## src/hdl/lgnc_pkg.sv

```systemverilog
// Shared types and codes for the life grid neighbor census block.
package lgnc_pkg;

  // Operation codes carried by the kind field of an input word.
  typedef enum logic [1:0] {
    KIND_SET    = 2'd0,
    KIND_CLEAR  = 2'd1,
    KIND_READ   = 2'd2,
    KIND_CENSUS = 2'd3
  } kind_t;

  // Configuration register indexes.
  localparam logic [1:0] REG_ROWS = 2'd0;
  localparam logic [1:0] REG_COLS = 2'd1;
  localparam logic [1:0] REG_WRAP = 2'd2;

  localparam int DIM_W   = 7;
  localparam int COUNT_W = 4;

  // Which of the neighbor rows and columns take part in a census.
  typedef struct packed {
    logic above;
    logic below;
    logic left;
    logic right;
  } nbr_ok_t;

endpackage

```

## src/hdl/lgnc_census.sv

```systemverilog
// Counts the live cells among the eight neighbors from three registered row words.
module lgnc_census #(
  parameter int COLS = 64
) (
  input  logic [COLS-1:0]                 row_above,
  input  logic [COLS-1:0]                 row_mid,
  input  logic [COLS-1:0]                 row_below,
  input  logic [$clog2(COLS)-1:0]         col_left,
  input  logic [$clog2(COLS)-1:0]         col_mid,
  input  logic [$clog2(COLS)-1:0]         col_right,
  input  lgnc_pkg::nbr_ok_t               ok,
  output logic [lgnc_pkg::COUNT_W-1:0]    count
);

  logic a_l, a_m, a_r, m_l, m_r, b_l, b_m, b_r;

  always_comb begin
    a_l = ok.above && ok.left  && row_above[col_left];
    a_m = ok.above &&             row_above[col_mid];
    a_r = ok.above && ok.right && row_above[col_right];
    m_l = ok.left  &&             row_mid[col_left];
    m_r = ok.right &&             row_mid[col_right];
    b_l = ok.below && ok.left  && row_below[col_left];
    b_m = ok.below &&             row_below[col_mid];
    b_r = ok.below && ok.right && row_below[col_right];
    count = lgnc_pkg::COUNT_W'(a_l) + lgnc_pkg::COUNT_W'(a_m) + lgnc_pkg::COUNT_W'(a_r)
          + lgnc_pkg::COUNT_W'(m_l) + lgnc_pkg::COUNT_W'(m_r)
          + lgnc_pkg::COUNT_W'(b_l) + lgnc_pkg::COUNT_W'(b_m) + lgnc_pkg::COUNT_W'(b_r);
  end

endmodule

```

## config.mk

```make
export PLATFORM = sky130hd
export DESIGN_NAME = lgnc_census
export DESIGN_NICKNAME = d
export VERILOG_FILES = /design/src/hdl/lgnc_pkg.sv /design/src/hdl/lgnc_census.sv
export SDC_FILE = /design/constraint.sdc
export NUM_CORES = 1
export LEC_CHECK = 0
export BUFFER_PORTS_ARGS = -buffer_cell sky130_fd_sc_hd__buf_4
export CORE_UTILIZATION = 49
export DETAILED_ROUTE_END_ITERATION = 16
export GPL_ROUTABILITY_DRIVEN = 0
export GPL_TIMING_DRIVEN = 1
export PLACE_DENSITY = 0.93
export SYNTH_ARGS = -nofsm -noshare
export SYNTH_HDL_FRONTEND = slang
export SYNTH_SLANG_ARGS = --single-unit
```

## constraint.sdc

```tcl
create_clock -name vclk -period 6.1
set_clock_uncertainty 0.15 [all_clocks]
set_input_delay 0.305 -clock vclk [all_inputs]
set_output_delay 0.305 -clock vclk [all_outputs]
set_load 0.02 [all_outputs]
```

==> impl_summary.txt, run 1 <==
----------------------------------------------------
[Placement]
  Number of placed instances with taps included ... 623
  Post-detail-place hpwl ... 12.8 mm
  # port buffers ... 218
  Worst slack at placement ... 0.720 ns

[Final layout]
  Commonest cells after routing, fill and taps aside ... sky130_fd_sc_hd__buf_4 (220), sky130_fd_sc_hd__mux4_2 (136), sky130_fd_sc_hd__mux2i_1 (26)
  Seq cells ... 0
  Area of all sequential standard cells ... 0 sq um
  Ratio of cells with drive above 1 in the final layout ... 70.9%
  Synthesis-to-layout area growth ... 35.2%
  Clock buf count ... 0
  Antenna diode count ... 0
  Number of nets in the layout ... 738
  Post-layout util ... 68.6%
  Final Non-Filler Cells ... 623
  Most common library cell in the layout ignoring fill and taps ... sky130_fd_sc_hd__buf_4

[Die]
  Ports placed on the boundary ... 218
  Area of the placeable core ... 8760 sq um
  Placement row count ... 34
  Floorplan die area ... 9460 sq um
  Initial core utilization ... 50.7%
  X dimension of the die ... 97.3 um
  Die Height ... 97.3 um

[Worst hold path]
  Hold Crit Depth ... 4
  Class of the worst hold path ... input port to output port

[Synth]
  Number of distinct library cell variants in the gate-level netlist after synthesis ... 42
  Post-synthesis cell area ... 4450 sq um
  Syn nets ... 559
  Cell taking the most area after synthesis ... sky130_fd_sc_hd__mux4_2
  Share of the synthesized area in the top cell type ... 68.9%
  Per-instance average area after synthesis ... 13.2 sq um
  Cell count after synthesis ... 338
  Seq/Total Area, Yosys ... 0%
  Yosys Warn Count ... 0
  Leading post-synthesis cells by cell area ... sky130_fd_sc_hd__mux4_2 (69%), sky130_fd_sc_hd__mux2i_1 (5.9%), sky130_fd_sc_hd__buf_2 (2.7%), sky130_fd_sc_hd__mux2_2 (2.3%), sky130_fd_sc_hd__fa_1 (1.8%)

[Global routing]
  Pin count of the biggest net entering global routing ... 49
  Number of antenna violations at the first check in global routing ... 0
  Total Routing Usage GR ... 34.6%
  Wire length of the first global-routing pass ... 25.9 mm
  Number of global-route vias before repair ... 5007
  Gr ovfl total ... 0

[Detailed routing]
  Antenna Violating Nets Remaining ... 0
  Detailed-route vias per instance ... 7.58
  Drc violations ... 0
  Routed vias ... 4723
  Initial drt markers ... 361
  TritonRoute pass-1 iters ... 5
  Post-DR wirelength/cell ... 26.4 um
  Routed WL ... 16.5 mm

[Setup path]
  Critical-path maximum fanout ... 42
  Arrival @ worst endpoint ... 4.88 ns
  Type of element capturing the critical path ... output port
  Required time reported for the critical path endpoint ... 5.64 ns
  Startpoint class of the critical path ... input port
  Classification of the worst setup path ... input port to output port

[Timing]
  RSZ-0062 raised after global routing ... false
  Tightest Pin Transition ... 0.803 ns
  Setup violators final ... 0
  Slew Limit Headroom ... 46.5%
  Final critical-path required period ... 5.33 ns
  Final hold vios ... 0
  Final period util ... 87.4%
  Setup_tns ... 0 ns
  Pins over their slew limit ... 0
  Post-route setup slack ... 0.769 ns
  Maximum clock frequency ... 0.188 GHz

[CTS]
  Count of hold buffers inserted by post-cts repair ... 0
  Cells resized by post-CTS repair ... 0
  Number of post-CTS setup repair buffers ... 0

[Run status]
  Outcome ... completed

[Pwr]
  Maximum resistive drop on vdd ... 0.0836 mV
  Ratio of total power to cell area ... 86.7 nW/um^2
  Leakage power figure ... 0.00240 uW

[Flow run]
  Max cap viols ... 0

----------------------------------------------------
-- cell families (layout without fill, tap and decap cells) --
family,Yosys count,count (layout),synth area share [%]
mux,171,171,77.0
simple gates,62,62,7.01
buf+inv,53,230,5.83
compound gates,44,44,7.29
fa+ha+maj,7,7,2.65
xor+xnor,1,1,0.197
-- layer usage --
metal | up-vias | GRT usage [%] | routed length (um)
met5 | - | 0 | 0
met1 | 2304 | 44.4 | 5490
li1 | 1887 | - | -
met2 | 442 | 59.7 | 8400
met3 | 90 | 5.18 | 1830
met4 | 0 | 13.2 | 748
-- worst max-delay path, stage by stage --
cell                        delay [ns]
sky130_fd_sc_hd__buf_4            0.60
sky130_fd_sc_hd__mux4_2           0.64
sky130_fd_sc_hd__mux4_2           0.49
sky130_fd_sc_hd__o2111ai_1        0.19
sky130_fd_sc_hd__a22o_1           0.21
sky130_fd_sc_hd__fa_1             0.41
sky130_fd_sc_hd__fa_1             0.50
sky130_fd_sc_hd__inv_1            0.06
sky130_fd_sc_hd__fa_1             0.48
sky130_fd_sc_hd__ha_1             0.18
sky130_fd_sc_hd__inv_1            0.08
sky130_fd_sc_hd__fa_1             0.44
sky130_fd_sc_hd__xnor2_1          0.14
sky130_fd_sc_hd__buf_4            0.16
-- path summary, 6_finish.rpt --
kind / end / slack [ns] / start
setup / recovery: count[2] / 0.77 / col_left[0]
hold / removal: count[0] / 1.15 / col_right[4]
-- where the power goes --
| part | leakage [uW] | switching [uW] | total (uW) | internal, uW |
|---|---|---|---|---|
| Combinational | 0.00240 | 224 | 521 | 297 |
| Sequential | 0 | 0 | 0 | 0 |
| Clock | 0 | 0 | 0 | 0 |
-- stage by stage --
step / instance area, sq um / hold slack [ns] / total power [uW]
2_1_floorplan: 4450 / 0.921 / 309
3_3_place_gp: 6010 / 1.12 / 491
5_1_grt: 6010 / 1.18 / 553
6_report: 6010 / 1.15 / 521
3_5_place_dp: 6010 / 1.11 / 513
4_1_cts: 6010 / 1.12 / 516
-- area by class of cell --
class / instances / area (sq um)
multi-input cells: 285 / 4190
inverters: 10 / 37.5
fillers: 609 / 2750
well taps: 108 / 135
repair buffers: 220 / 1650
-- synth_stat cells (5+ instances only) --
cell,instances
sky130_fd_sc_hd__inv_1,9
sky130_fd_sc_hd__clkbuf_1,10
sky130_fd_sc_hd__nor2_1,6
sky130_fd_sc_hd__o2111ai_1,5
sky130_fd_sc_hd__o21ai_0,5
sky130_fd_sc_hd__mux4_2,136
sky130_fd_sc_hd__mux2i_1,26
sky130_fd_sc_hd__nand3_1,7
sky130_fd_sc_hd__mux2_2,9
sky130_fd_sc_hd__nand2_1,21
sky130_fd_sc_hd__o22a_1,5
sky130_fd_sc_hd__buf_2,24
sky130_fd_sc_hd__nand4_1,5
sky130_fd_sc_hd__nor2b_1,7
Power figures use the tool's default switching activity.
==> inputs of run 2 (changes only) <==
==> config.mk (replaced) <==
export PLATFORM = sky130hd
export DESIGN_NAME = lgnc_census
export DESIGN_NICKNAME = d
export VERILOG_FILES = /design/src/hdl/lgnc_pkg.sv /design/src/hdl/lgnc_census.sv
export SDC_FILE = /design/constraint.sdc
export NUM_CORES = 1
export LEC_CHECK = 0
export CORE_UTILIZATION = 60
export DETAILED_ROUTE_END_ITERATION = 16
export DONT_BUFFER_PORTS = 1
export GPL_ROUTABILITY_DRIVEN = 0
export GPL_TIMING_DRIVEN = 1
export PLACE_DENSITY = 0.85
export SYNTH_ARGS = -nofsm -noshare
export SYNTH_HDL_FRONTEND = slang
export SYNTH_SLANG_ARGS = --single-unit
==> constraint.sdc (replaced) <==
create_clock -name vclk -period 6.1
set_clock_uncertainty 0.15 [all_clocks]
set_input_delay 0.61 -clock vclk [all_inputs]
set_output_delay 0.61 -clock vclk [all_outputs]
set_load 0.02 [all_outputs]
==> run 2 against run 1 <==
  * Final area down 28%
  * Critical path depth down 2
  * Worst setup slack better by 0.021 ns
  * Utilization down 8.3 points
  * Hold slack better by 0.36 ns
  * Via count down 20%
  * Die area down 18%
  * Critical path type unchanged
  * Largest power group unchanged
  * Highest routed layer unchanged
==> impl_summary.txt, run 2 (synthesis gave the netlist of run 1 again) <==
----------------------------------------------------
[Run status]
  Outcome ... completed

[Final layout]
  Clock buf count ... 0 (unchanged)
  Antenna diode count ... 0 (unchanged)
  Most common library cell in the layout ignoring fill and taps ... sky130_fd_sc_hd__mux4_2
  Multi-input gate area ... 4190 sq um (unchanged)
  Post-layout util ... 60.3% (-8.3 points)
  Number of nets in the layout ... 518 (-30%)
  Number of filler cells placed in the layout ... 592 (-2.8%)
  Final Non-Filler Cells ... 394 (-37%)
  Synthesis-to-layout area growth ... -2.20%
  Ratio of cells with drive above 1 in the final layout ... 49.2% (-22 points)
  Commonest cells after routing, fill and taps aside ... sky130_fd_sc_hd__mux4_2 (136), sky130_fd_sc_hd__mux2i_1 (26), sky130_fd_sc_hd__nand2_1 (21)
  Seq cells ... 0 (unchanged)
  Area of all sequential standard cells ... 0 sq um (unchanged)

[Setup path]
  Type of element capturing the critical path ... output port
  Cell type group with the largest total delay on the critical path ... adder cells
  Startpoint class of the critical path ... input port
  Library cell appearing most often on the critical path ... sky130_fd_sc_hd__fa_1
  Required time reported for the critical path endpoint ... 5.34 ns (-0.30 ns)
  Cells along the critical path ... mux4_2 -> mux4_2 -> o2111ai_1 -> a22o_1 -> fa_1 -> fa_1 -> inv_1 -> fa_1 -> ha_1 -> inv_1 -> fa_1 -> xnor2_1
  Arrival @ worst endpoint ... 4.55 ns (-0.33 ns)
  Master of the slowest instance on the critical path ... sky130_fd_sc_hd__mux4_2
  Crit path buffers/inverters ... 2 (-2)
  Critical-path maximum fanout ... 42 (unchanged)
  Classification of the worst setup path ... input port to output port
  Worst stage delay on the critical path ... 0.50 ns (-0.14 ns)

[Pwr]
  Leakage power figure ... 0.00134 uW (-44%)
  Ratio of total power to cell area ... 69.9 nW/um^2 (-19%)
  Design Power ... 304 uW (-42%)
  Maximum resistive drop on vdd ... 0.0274 mV (-67%)

[Die]
  Area of the placeable core ... 7210 sq um (-18%)
  Placement row count ... 31 (-8.8%)
  X dimension of the die ... 88.1 um (-9.4%)
  Ports placed on the boundary ... 218 (unchanged)
  Initial core utilization ... 61.6% (+11 points)
  Die Height ... 88.1 um (-9.4%)
  Floorplan die area ... 7760 sq um (-18%)

[Timing]
  Slew Limit Headroom ... 66.1% (+20 points)
  Setup violators final ... 0 (unchanged)
  Setup_tns ... 0 ns (unchanged)
  Final period util ... 87.0% (-0.35 points)
  Maximum clock frequency ... 0.188 GHz (+0.40%)
  Pins over their slew limit ... 0 (unchanged)
  Final hold vios ... 0 (unchanged)
  Final critical-path required period ... 5.31 ns (-0.0213 ns)
  Tightest Pin Transition ... 0.500 ns (-0.303 ns)
  RSZ-0062 raised after global routing ... false

[Global routing]
  Number of global-route vias before repair ... 4151 (-17%)
  Total Routing Usage GR ... 37.1% (+2.5 points)
  Pin count of the biggest net entering global routing ... 49 (unchanged)
  Number of antenna violations at the first check in global routing ... 0 (unchanged)
  Gr ovfl total ... 0 (unchanged)
  Wire length of the first global-routing pass ... 21.3 mm (-18%)

[Placement]
  Post-detail-place hpwl ... 10.8 mm (-15%)
  Number of placed instances with taps included ... 394 (-37%)
  # port buffers ... 0 (-100%)

[CTS]
  Number of post-CTS setup repair buffers ... 0 (unchanged)
  Count of hold buffers inserted by post-cts repair ... 0 (unchanged)
  Cells resized by post-CTS repair ... 0 (unchanged)

[Detailed routing]
  Antenna Violating Nets Remaining ... 0 (unchanged)
  TritonRoute pass-1 iters ... 5 (unchanged)
  Post-DR wirelength/cell ... 36.0 um (+36%)
  Detailed-route vias per instance ... 9.64 (+27%)
  Drc violations ... 0 (unchanged)
  Routed vias ... 3799 (-20%)
  Routed WL ... 14.2 mm (-14%)
  Initial drt markers ... 326 (-9.7%)

[Flow run]
  Max cap viols ... 0 (unchanged)

[Worst hold path]
  Class of the worst hold path ... input port to output port

----------------------------------------------------
[run 2: through the flow]
stage          setup slack (ns)  area (sq um)  hold slack, ns
6_report                  0.790          4350            1.51
3_3_place_gp              0.833          4350            1.51
2_1_floorplan             0.647          4450            1.53
5_1_grt                   0.694          4350            1.55
3_5_place_dp              0.782          4350            1.51
4_1_cts                   0.808          4350            1.51
[run 2: final cells by class]
type / count / share of cell area, %
inverter: 10 / 0.863
tap: 99 / 2.85
multi-input combinational: 285 / 96.3
[run 2: worst paths after layout]
path,startpoint,endpoint,slack [ns],cells past startpoint
setup / recovery,col_left[0],count[2],0.79,12
hold / removal,col_right[4],count[0],1.51,2
[run 2: metal layers]
layer / vias up / part of all wire (%) / GRT usage, %
met1: 1879 / 31 / 43.2
li1: 1444 / - / -
met2: 395 / 52 / 64.5
met5: - / 0 / 0
met3: 81 / 13 / 11.4
met4: 0 / 4.5 / 14.8
[run 2: power by group]
| group | switching [uW] | total [uW] | internal, uW |
|---|---|---|---|
| logic | 104 | 304 | 200 |
| registers | 0 | 0 | 0 |
| clock network | 0 | 0 | 0 |
| total | 104 | 304 | 200 |
